`src/hw/rtl/prim_mst_matrix_macros.svh`:
```
// Assertion macros for the spanning tree block.
// Included by the modules that check their own logic; no other dependencies.
`ifndef PRIM_MST_MATRIX_MACROS_SVH
`define PRIM_MST_MATRIX_MACROS_SVH
`ifndef NO_ASSERTIONS
`define PMST_ASSERT(name, prop) \
  name: assert property (@(posedge clk_i) disable iff (!rst_ni) prop) \
    else $error("pmst: assertion failed");
`define PMST_ASSERT_NEXT(name, pre, post) \
  name: assert property (@(posedge clk_i) disable iff (!rst_ni) (pre) |=> (post)) \
    else $error("pmst: assertion failed");
`else
`define PMST_ASSERT(name, prop)
`define PMST_ASSERT_NEXT(name, pre, post)
`endif
`endif

```
`src/hw/rtl/pmst_pkg.sv`:
```
// Shared constants and the result item type of the spanning tree block.
// No dependencies.
package pmst_pkg;

  localparam int unsigned MAX_VERTICES_DEF = 16;
  localparam int unsigned VERTEX_W = 4;
  localparam int unsigned COST_W = 10;
  localparam int unsigned TOTAL_W = 14;
  localparam int unsigned COUNT_W = 5;

  localparam logic [COST_W-1:0]  NO_EDGE      = 10'd999;
  localparam logic [TOTAL_W-1:0] TOTAL_MAX    = 14'h3FFF;
  localparam logic [COUNT_W-1:0] VCOUNT_RESET = 5'd16;

  localparam logic ACT_LOAD = 1'b0;
  localparam logic ACT_RUN  = 1'b1;

  typedef struct packed {
    logic [VERTEX_W-1:0] from_vertex;
    logic [VERTEX_W-1:0] to_vertex;
    logic [COST_W-1:0]   chosen_cost;
    logic [TOTAL_W-1:0]  total_cost;
    logic                is_summary;
    logic                disconnected;
    logic                last;
  } pmst_item_t;

endpackage

```
`src/hw/rtl/pmst_cost_mem.sv`:
```
// Cost matrix storage: upper triangle of the symmetric matrix, one write and
// one registered read per cycle, swept to the no-edge value after reset. Uses pmst_pkg.
module pmst_cost_mem #(
  parameter int unsigned MAX_VERTICES = pmst_pkg::MAX_VERTICES_DEF,
  localparam int unsigned VW = $clog2(MAX_VERTICES)
) (
  input  logic                        clk_i,
  input  logic                        rst_ni,
  input  logic                        we_i,
  input  logic [VW-1:0]               wr_a_i,
  input  logic [VW-1:0]               wr_b_i,
  input  logic [pmst_pkg::COST_W-1:0] wr_data_i,
  input  logic                        rd_en_i,
  input  logic [VW-1:0]               rd_j_i,
  input  logic [VW-1:0]               rd_k_i,
  output logic [pmst_pkg::COST_W-1:0] rd_data_o,
  output logic                        ready_o
);
  import pmst_pkg::*;

  localparam int unsigned AW = 2 * VW;
  localparam int unsigned DEPTH = 1 << AW;

  logic [COST_W-1:0] mem_q [DEPTH];
  logic [COST_W-1:0] rd_data_q;
  logic [AW-1:0]     clr_addr_q;
  logic              clr_busy_q;

  // Both orientations of a pair share one entry: smaller index first.
  function automatic logic [AW-1:0] pair_addr(logic [VW-1:0] a, logic [VW-1:0] b);
    logic [AW-1:0] addr;
    if (a < b) begin
      addr = {a, b};
    end else begin
      addr = {b, a};
    end
    return addr;
  endfunction

  always_ff @(posedge clk_i or negedge rst_ni) begin
    if (!rst_ni) begin
      clr_busy_q <= 1'b1;
      clr_addr_q <= '0;
    end else if (clr_busy_q) begin
      clr_addr_q <= clr_addr_q + AW'(1);
      if (&clr_addr_q) begin
        clr_busy_q <= 1'b0;
      end
    end
  end

  always_ff @(posedge clk_i) begin
    if (clr_busy_q) begin
      mem_q[clr_addr_q] <= NO_EDGE;
    end else if (we_i) begin
      mem_q[pair_addr(wr_a_i, wr_b_i)] <= wr_data_i;
    end
    if (rd_en_i) begin
      rd_data_q <= mem_q[pair_addr(rd_j_i, rd_k_i)];
    end
  end

  assign rd_data_o = rd_data_q;
  assign ready_o   = !clr_busy_q;

endmodule

```
`src/hw/rtl/pmst_scan.sv`:
```
// Prim sequencer: scans the cost matrix one entry a cycle through a single
// compare unit and builds edge and summary items. Uses pmst_pkg and the macro header.
`include "prim_mst_matrix_macros.svh"

module pmst_scan #(
  parameter int unsigned MAX_VERTICES = pmst_pkg::MAX_VERTICES_DEF,
  localparam int unsigned VW = $clog2(MAX_VERTICES)
) (
  input  logic                         clk_i,
  input  logic                         rst_ni,
  input  logic                         start_i,
  input  logic [pmst_pkg::COUNT_W-1:0] count_i,
  output logic                         idle_o,
  output logic                         rd_en_o,
  output logic [VW-1:0]                rd_j_o,
  output logic [VW-1:0]                rd_k_o,
  input  logic [pmst_pkg::COST_W-1:0]  rd_data_i,
  output logic                         emit_valid_o,
  input  logic                         emit_ready_i,
  output pmst_pkg::pmst_item_t         emit_item_o
);
  import pmst_pkg::*;

  localparam int unsigned NW = $clog2(MAX_VERTICES + 1);

  typedef enum logic [2:0] {
    ST_IDLE,
    ST_SCAN,
    ST_DRAIN,
    ST_DECIDE,
    ST_EMIT
  } state_e;

  state_e                  state_q;
  logic [NW-1:0]           n_q;
  logic [NW-1:0]           pass_q;
  logic [VW-1:0]           j_q;
  logic [VW-1:0]           k_q;
  logic [MAX_VERTICES-1:0] visited_q;
  logic [COST_W-1:0]       best_q;
  logic [VW-1:0]           bf_q;
  logic [VW-1:0]           bt_q;
  logic                    found_q;
  logic [TOTAL_W-1:0]      total_q;
  logic                    cmp_valid_q;
  logic [VW-1:0]           cmp_j_q;
  logic [VW-1:0]           cmp_k_q;
  pmst_item_t              item_q;

  logic [NW-1:0]      n_sat;
  logic               take;
  logic               last_k;
  logic               last_j;
  logic [TOTAL_W:0]   sum;
  logic [TOTAL_W-1:0] total_next;

  function automatic pmst_item_t summary_item(logic [TOTAL_W-1:0] total, logic disc);
    pmst_item_t it;
    it.from_vertex  = '0;
    it.to_vertex    = '0;
    it.chosen_cost  = '0;
    it.total_cost   = total;
    it.is_summary   = 1'b1;
    it.disconnected = disc;
    it.last         = 1'b1;
    return it;
  endfunction

  always_comb begin
    if (count_i == '0) begin
      n_sat = NW'(1);
    end else if (32'(count_i) > MAX_VERTICES) begin
      n_sat = NW'(MAX_VERTICES);
    end else begin
      n_sat = NW'(count_i);
    end
  end

  // Shared compare: strict less-than keeps the first edge found on a tie.
  assign take = cmp_valid_q && (rd_data_i < best_q) &&
                visited_q[cmp_j_q] && !visited_q[cmp_k_q];

  assign last_k = (NW'(k_q) == n_q - NW'(1));
  assign last_j = (NW'(j_q) == n_q - NW'(1));

  assign sum        = {1'b0, total_q} + (TOTAL_W + 1)'(best_q);
  assign total_next = sum[TOTAL_W] ? TOTAL_MAX : sum[TOTAL_W-1:0];

  always_ff @(posedge clk_i or negedge rst_ni) begin
    if (!rst_ni) begin
      state_q     <= ST_IDLE;
      cmp_valid_q <= 1'b0;
    end else begin
      cmp_valid_q <= (state_q == ST_SCAN);
      cmp_j_q     <= j_q;
      cmp_k_q     <= k_q;
      if (take) begin
        best_q  <= rd_data_i;
        bf_q    <= cmp_j_q;
        bt_q    <= cmp_k_q;
        found_q <= 1'b1;
      end
      unique case (state_q)
        ST_IDLE: begin
          if (start_i) begin
            n_q       <= n_sat;
            visited_q <= MAX_VERTICES'(1);
            total_q   <= '0;
            pass_q    <= NW'(1);
            j_q       <= '0;
            k_q       <= '0;
            best_q    <= NO_EDGE;
            found_q   <= 1'b0;
            if (n_sat == NW'(1)) begin
              item_q  <= summary_item('0, 1'b0);
              state_q <= ST_EMIT;
            end else begin
              state_q <= ST_SCAN;
            end
          end
        end
        ST_SCAN: begin
          if (last_k) begin
            k_q <= '0;
            if (last_j) begin
              state_q <= ST_DRAIN;
            end else begin
              j_q <= j_q + VW'(1);
            end
          end else begin
            k_q <= k_q + VW'(1);
          end
        end
        ST_DRAIN: begin
          // last read is compared in this cycle
          state_q <= ST_DECIDE;
        end
        ST_DECIDE: begin
          if (found_q) begin
            visited_q[bt_q]     <= 1'b1;
            total_q             <= total_next;
            item_q.from_vertex  <= VERTEX_W'(bf_q);
            item_q.to_vertex    <= VERTEX_W'(bt_q);
            item_q.chosen_cost  <= best_q;
            item_q.total_cost   <= total_next;
            item_q.is_summary   <= 1'b0;
            item_q.disconnected <= 1'b0;
            item_q.last         <= 1'b0;
          end else begin
            item_q <= summary_item(total_q, 1'b1);
          end
          state_q <= ST_EMIT;
        end
        ST_EMIT: begin
          if (emit_ready_i) begin
            if (item_q.last) begin
              state_q <= ST_IDLE;
            end else if (pass_q == n_q - NW'(1)) begin
              item_q <= summary_item(total_q, 1'b0);
            end else begin
              pass_q  <= pass_q + NW'(1);
              j_q     <= '0;
              k_q     <= '0;
              best_q  <= NO_EDGE;
              found_q <= 1'b0;
              state_q <= ST_SCAN;
            end
          end
        end
        default: state_q <= ST_IDLE;
      endcase
    end
  end

  assign idle_o       = (state_q == ST_IDLE);
  assign rd_en_o      = (state_q == ST_SCAN);
  assign rd_j_o       = j_q;
  assign rd_k_o       = k_q;
  assign emit_valid_o = (state_q == ST_EMIT);
  assign emit_item_o  = item_q;

  `PMST_ASSERT(a_root_visited, (state_q != ST_IDLE) |-> visited_q[0])
  `PMST_ASSERT(a_cmp_in_scan, cmp_valid_q |-> (state_q == ST_SCAN || state_q == ST_DRAIN))
  `PMST_ASSERT(a_edge_target_visited, (state_q == ST_EMIT && !item_q.is_summary) |-> visited_q[bt_q])
  `PMST_ASSERT(a_pass_bound, (state_q == ST_SCAN) |-> (pass_q < n_q))

endmodule

```
`src/hw/rtl/prim_mst_matrix.sv`:
```
// Minimum spanning tree over a loaded cost matrix (Prim's method).
// Input channel: in_valid_i / in_stall_o. Action load writes one undirected
//   edge cost; a new load can follow in the next cycle.
// Action run computes the tree from vertex 0 over the first vertex_count
//   vertices (n, clamped to 1..MAX_VERTICES). Each pass reads the matrix one
//   entry a cycle through the single read port. After the run item is taken,
//   in_stall_o stays high until its summary item enters the output register.
// Output channel: out_valid_o / out_stall_i. One edge item per pass that
//   finds an edge, with the running total, then a summary item (last) with
//   total and disconnected. The decide state of each pass builds its edge item.
// A stalled output item holds in the output register; the sequencer then
//   waits with the next item, and no item is lost.
// Configuration: cfg_valid_i / cfg_ready_o writes vertex_count, always ready.
// Reset: a sweep writes all 2**(2*clog2(MAX_VERTICES)) matrix entries (256 at
//   the default size) to the no-edge cost; in_stall_o stays high until it
//   completes. Uses pmst_pkg, pmst_cost_mem and pmst_scan.
`include "prim_mst_matrix_macros.svh"

module prim_mst_matrix #(
  parameter int unsigned MAX_VERTICES = pmst_pkg::MAX_VERTICES_DEF
) (
  input  logic                          clk_i,
  input  logic                          rst_ni,
  input  logic                          cfg_valid_i,
  output logic                          cfg_ready_o,
  input  logic [pmst_pkg::COUNT_W-1:0]  cfg_vertex_count_i,
  input  logic                          in_valid_i,
  output logic                          in_stall_o,
  input  logic                          in_action_i,
  input  logic [pmst_pkg::VERTEX_W-1:0] in_first_vertex_i,
  input  logic [pmst_pkg::VERTEX_W-1:0] in_second_vertex_i,
  input  logic [pmst_pkg::COST_W-1:0]   in_edge_cost_i,
  output logic                          out_valid_o,
  input  logic                          out_stall_i,
  output logic [pmst_pkg::VERTEX_W-1:0] out_from_vertex_o,
  output logic [pmst_pkg::VERTEX_W-1:0] out_to_vertex_o,
  output logic [pmst_pkg::COST_W-1:0]   out_chosen_cost_o,
  output logic [pmst_pkg::TOTAL_W-1:0]  out_total_cost_o,
  output logic                          out_is_summary_o,
  output logic                          out_disconnected_o,
  output logic                          out_last_o
);
  import pmst_pkg::*;

  localparam int unsigned VW = $clog2(MAX_VERTICES);

  logic [COUNT_W-1:0] vcount_q;
  logic               in_accept;
  logic               load_ok;
  logic               start;
  logic               mem_ready;
  logic               scan_idle;
  logic               rd_en;
  logic [VW-1:0]      rd_j;
  logic [VW-1:0]      rd_k;
  logic [COST_W-1:0]  rd_data;
  logic               emit_valid;
  logic               emit_ready;
  pmst_item_t         emit_item;
  logic               out_valid_q;
  pmst_item_t         out_item_q;

  assign cfg_ready_o = 1'b1;

  always_ff @(posedge clk_i or negedge rst_ni) begin
    if (!rst_ni) begin
      vcount_q <= VCOUNT_RESET;
    end else if (cfg_valid_i && cfg_ready_o) begin
      vcount_q <= cfg_vertex_count_i;
    end
  end

  assign in_stall_o = !(mem_ready && scan_idle);
  assign in_accept  = in_valid_i && !in_stall_o;
  assign start      = in_accept && (in_action_i == ACT_RUN);

  // Drop self loops and ends outside the matrix.
  assign load_ok = in_accept && (in_action_i == ACT_LOAD) &&
                   (in_first_vertex_i != in_second_vertex_i) &&
                   (32'(in_first_vertex_i) < MAX_VERTICES) &&
                   (32'(in_second_vertex_i) < MAX_VERTICES);

  pmst_cost_mem #(
    .MAX_VERTICES(MAX_VERTICES)
  ) u_cost_mem (
    .clk_i    (clk_i),
    .rst_ni   (rst_ni),
    .we_i     (load_ok),
    .wr_a_i   (VW'(in_first_vertex_i)),
    .wr_b_i   (VW'(in_second_vertex_i)),
    .wr_data_i(in_edge_cost_i),
    .rd_en_i  (rd_en),
    .rd_j_i   (rd_j),
    .rd_k_i   (rd_k),
    .rd_data_o(rd_data),
    .ready_o  (mem_ready)
  );

  pmst_scan #(
    .MAX_VERTICES(MAX_VERTICES)
  ) u_scan (
    .clk_i       (clk_i),
    .rst_ni      (rst_ni),
    .start_i     (start),
    .count_i     (vcount_q),
    .idle_o      (scan_idle),
    .rd_en_o     (rd_en),
    .rd_j_o      (rd_j),
    .rd_k_o      (rd_k),
    .rd_data_i   (rd_data),
    .emit_valid_o(emit_valid),
    .emit_ready_i(emit_ready),
    .emit_item_o (emit_item)
  );

  // Output register: refill when empty or when the held item is taken.
  assign emit_ready = !out_valid_q || !out_stall_i;

  always_ff @(posedge clk_i or negedge rst_ni) begin
    if (!rst_ni) begin
      out_valid_q <= 1'b0;
    end else if (emit_ready) begin
      out_valid_q <= emit_valid;
    end
  end

  always_ff @(posedge clk_i) begin
    if (emit_valid && emit_ready) begin
      out_item_q <= emit_item;
    end
  end

  assign out_valid_o        = out_valid_q;
  assign out_from_vertex_o  = out_item_q.from_vertex;
  assign out_to_vertex_o    = out_item_q.to_vertex;
  assign out_chosen_cost_o  = out_item_q.chosen_cost;
  assign out_total_cost_o   = out_item_q.total_cost;
  assign out_is_summary_o   = out_item_q.is_summary;
  assign out_disconnected_o = out_item_q.disconnected;
  assign out_last_o         = out_item_q.last;

  `PMST_ASSERT(a_stall_while_clear, !mem_ready |-> in_stall_o)
  `PMST_ASSERT_NEXT(a_run_stalls, start, in_stall_o)
  `PMST_ASSERT(a_last_is_summary, (out_valid_o && out_last_o) |-> out_is_summary_o)

endmodule

```
`config.mk`:
```
export PLATFORM = sky130hd
export DESIGN_NAME = prim_mst_matrix
export DESIGN_NICKNAME = d
export VERILOG_FILES = /design/src/hw/rtl/pmst_pkg.sv /design/src/hw/rtl/pmst_cost_mem.sv /design/src/hw/rtl/pmst_scan.sv /design/src/hw/rtl/prim_mst_matrix.sv
export VERILOG_INCLUDE_DIRS = /design/src /design/src/hw/rtl
export SDC_FILE = /design/constraint.sdc
export NUM_CORES = 2
export LEC_CHECK = 0
export BUFFER_PORTS_ARGS = -buffer_cell sky130_fd_sc_hd__clkbuf_2
export CORE_ASPECT_RATIO = 0.5
export CORE_UTILIZATION = 25
export CTS_CLUSTER_DIAMETER = 80
export DETAILED_ROUTE_END_ITERATION = 7
export GPL_TIMING_DRIVEN = 0
export RECOVER_POWER = 50
export SKIP_LAST_GASP = 1
export SLEW_MARGIN = 20
export SYNTH_ARGS = -nofsm -noshare
export SYNTH_HDL_FRONTEND = slang
export SYNTH_SLANG_ARGS = --single-unit
```
`constraint.sdc`:
```
create_clock -name clk_i -period 5.6 [get_ports clk_i]
set_input_delay 0.56 -clock clk_i [delete_from_list [all_inputs] [get_ports clk_i]]
set_output_delay 0.56 -clock clk_i [all_outputs]
set_load 0.01 [all_outputs]
```
==> results by group <==
Outcome
  • Outcome: complete, but fails checks
  • Failing checks: DRC, capacitance limit, slew limit, setup timing

Layout
  • Post-Layout Inst Area: 131000 µm²
  • Area Growth Syn to Fin: 17.3%
  • Layout cell share with drive strength beyond 1: 0.148
  • Post-Layout Cell Count: 14213
  • Area of the multi-input gates: 28200 µm²
  • Final #Nets: 8134
  • Reg area: 82000 µm²
  • Fill count: 43891

Min path
  • Hold path startpoint: cfg_valid_i
  • Worst Hold End: vcount_q[3]$_DFFE_PN0P_
  • Hold path cells: 2
  • Hold/Removal Path Class: input pin to flop

Placed design
  • Inst Count DP: 13690
  • Placer Congestion: 0.963
  • PortBufs: 65
  • Hpwl dp: 285000 µm
  • Pre-CTS setup slack: -1.44 ns
  • Dpl cell area: 121000 µm²

Critical path
  • Worst R2R End: u_cost_mem.rd_data_o[3]$_DFFE_PP_
  • Depth of the worst register-to-register path: 15
  • Crit path arrival time: 6.46 ns
  • Reg2reg start: u_scan.rd_k_o[1]$_SDFFCE_PN0P_
  • Critical Setup Path Class: flop to flop
  • Critical path origin: u_scan.rd_k_o[1]$_SDFFCE_PN0P_
  • Worst Path Required: 6.19 ns
  • Max FO, Critical Path: 10
  • Critical Path Source Type: flop
  • R2R Setup Slk: -0.27 ns
  • Crit end category: flop

Synthesis
  • Async SR Flop Fraction: 0.00695
  • Yosys top cell by area: edfxtp_1
  • YS warnings: 0
  • Mapped Avg Cell Area: 14.6 µm²
  • Count leader, synth: edfxtp_1
  • Register area share after synthesis: 0.737
  • Count of cell types in the netlist: 90
  • EDFF count, synth: 2715
  • Gate Count Post-Synth: 7627
  • Syn_nets: 7692
  • Synthesized cell area: 111000 µm²
  • Yosys reg bits: 2734
  • Synth top area share: 0.732
  • Largest cells by area after synthesis: edfxtp_1 73%, a211oi_1 2.9%, and3_1 2.8%
  • Synth top cells by count: 2715 x edfxtp_1, 694 x nand2_1, 505 x and3_1, 483 x nand3_1, 431 x a211oi_1
  • Synth Flop Type: edfxtp_1

Drt
  • 1st-iter DRT viols: 12235
  • WL/cell: 28.0 µm
  • Detailed Routing Iterations Pass 1: 8
  • Vias/cell: 5.28
  • Antenna viol nets, final: 0
  • DRC: 7
  • Routed wire length: 399000 µm
  • Vias: 75114

Pwr
  • LEAKAGE: 47.4 nW
  • Power Total: 0.0470 W
  • Pwr Density: 360 nW/µm²
  • Max VDD drop: 0.276 mV

Die
  • Rows: 172
  • Area of the core: 441000 µm²
  • DIE AREA: 448000 µm²
  • Initial core utilization: 0.252
  • # IOs: 67
  • Die Width: 946 µm
  • Die Ht: 474 µm

Clocking
  • CTS buffer count: 281
  • CTS tree: built
  • Num Clock Sinks: 2734
  • Reg clk slew, reported paths: 0.06 ns
  • H-tree depth: 5
  • Clock root buffer: clkbuf_16
  • Clock Latency Late Sink: 0.91 ns
  • Clock Path Buffers: 4

STA
  • Hold WS: 0.0315 ns
  • Final worst-path cycle share: 1.05
  • Peak Freq: 170 MHz
  • Setup violations, final: 91
  • Clock Skews: 0.0500 ns
  • Max-slew violations: 313
  • Fin. Hold Viols: 0
  • Fin worst setup slack: -0.275 ns
  • Worst Tran Pin Value: 2.56 ns
  • RSZ-0062 raised after global routing: true
  • Minimum clock period: 5.87 ns
  • Rel. slew slack: -0.706

Flow run
  • Max-Cap Viols: 9

Global route
  • Largest net degree at the start of global routing: 73
  • First-pass GRT wire length: 544000 µm
  • GR Util All Layers: 0.169
  • Grt total ovfl: 0
  • Vias in the first global route: 70009
  • Antenna violations before repair: 50
-- state kept, by name, summed over array words and instances, names as in the netlist, 3 cells and up --
register,flops
u_scan.bf_q,4
vcount_q,5
u_scan.pass_q,5
u_scan.total_q,14
u_cost_mem.mem_q,2560
u_scan.visited_q,16
u_scan.cmp_k_q,4
u_scan.cmp_j_q,4
u_scan.emit_item_o,35
u_cost_mem.clr_addr_q,8
u_scan.rd_k_o,4
u_cost_mem.rd_data_o,10
u_scan.bt_q,4
u_scan.state_q,3
u_scan.rd_j_o,4
u_scan.best_q,10
out_to_vertex_o,4
out_total_cost_o,14
out_from_vertex_o,4
out_chosen_cost_o,10
u_scan.n_q,5
-- power by group --
group          internal [W]  switching, W  total [W]
Clock                0.0104       0.00811     0.0185
Combinational       0.00146       0.00478    0.00624
Sequential           0.0222     0.0000547     0.0223
Total                0.0341        0.0130     0.0470
-- layout make-up --
| type | instances | area share |
|---|---|---|
| antenna | 22 | 0.000422 |
| buffer | 612 | 0.0218 |
| clock buffer | 344 | 0.0560 |
| clock inverter | 145 | 0.0111 |
| inverter | 41 | 0.00118 |
| multi-input combinational | 4237 | 0.216 |
| sequential | 2734 | 0.628 |
| tap | 5916 | 0.0567 |
| timing repair buffer | 162 | 0.00906 |
-- layer usage --
layer / routed length (µm) / global-route usage
met5: 175 / 0
met4: 22600 / 0.0846
met3: 52300 / 0.0519
met2: 172000 / 0.254
met1: 151000 / 0.220
-- per-stage QoR --
stage	util	TNS, ns
3_3_place_gp	0.270	-
5_1_grt	0.296	-20.40
2_1_floorplan	-	-369.24
6_report	0.296	-4.12
3_5_place_dp	0.275	-35.69
4_1_cts	0.297	-1.57
-- critical path, stage by stage, from the launching register on --
cell	delay [ns]
edfxtp_1	0.41
buf_4	0.26
inv_2	0.30
clkbuf_4	0.35
ha_1	0.27
inv_1	0.10
o21ai_2	0.13
nand3_2	0.29
clkbuf_1	0.64
clkbuf_1	0.63
nand3_1	0.18
a31oi_2	0.34
nand4_1	0.64
a21bo_2	0.43
nor4_2	0.08
nor4_4	0.52
-- kinds of logic after synthesis --
group	count (synthesis)	share of synthesized area
AOI/OAI and AO/OA	1483	0.0961
xor gates and xnor gates	37	0.00291
adders and majority gates	36	0.00411
buffers and inverters	656	0.0254
DFF	2734	0.737
muxes	289	0.0275
other	1	0.0000337
and+or+nand+nor	2391	0.107
-- placed cells by master (no fill, tap or decap), drive strengths merged, types with 41 or more instances in the layout --
master and n:
inv 50, nand4 46, nor2 340, edfxtp 2715
buf 269, a32oi 69, and3 505, clkinv 105
a31o 154, o21ai 334, a32o 41, a21oi 65
a211oi 431, nor4 169, nand3 485, mux2i 257
clkbuf 840, a31oi 150, nand2 696, nand2b 54
a222oi 52
-- how the worst max path moves through the flow --
stage	end	cells past startpoint
2_1_floorplan	u_cost_mem.mem_q[0][0]$_DFFE_PP_	7
3_3_place_gp	u_cost_mem.mem_q[35][2]$_DFFE_PP_	8
3_5_place_dp	u_cost_mem.rd_data_o[9]$_DFFE_PP_	16
4_1_cts	u_cost_mem.mem_q[93][0]$_DFFE_PP_	9
5_1_grt	u_cost_mem.rd_data_o[3]$_DFFE_PP_	17
6_report	u_cost_mem.rd_data_o[3]$_DFFE_PP_	15
-- timing repair --
action                                  CTS  global route
pin swaps                                 6             4
endpoints found under the hold margin    23             0
buffers inserted                          4             3
resized for setup                       190           161
endpoints found under the setup margin  509           724
hold buffers                              7             0
Power figures use the tool's default switching activity.
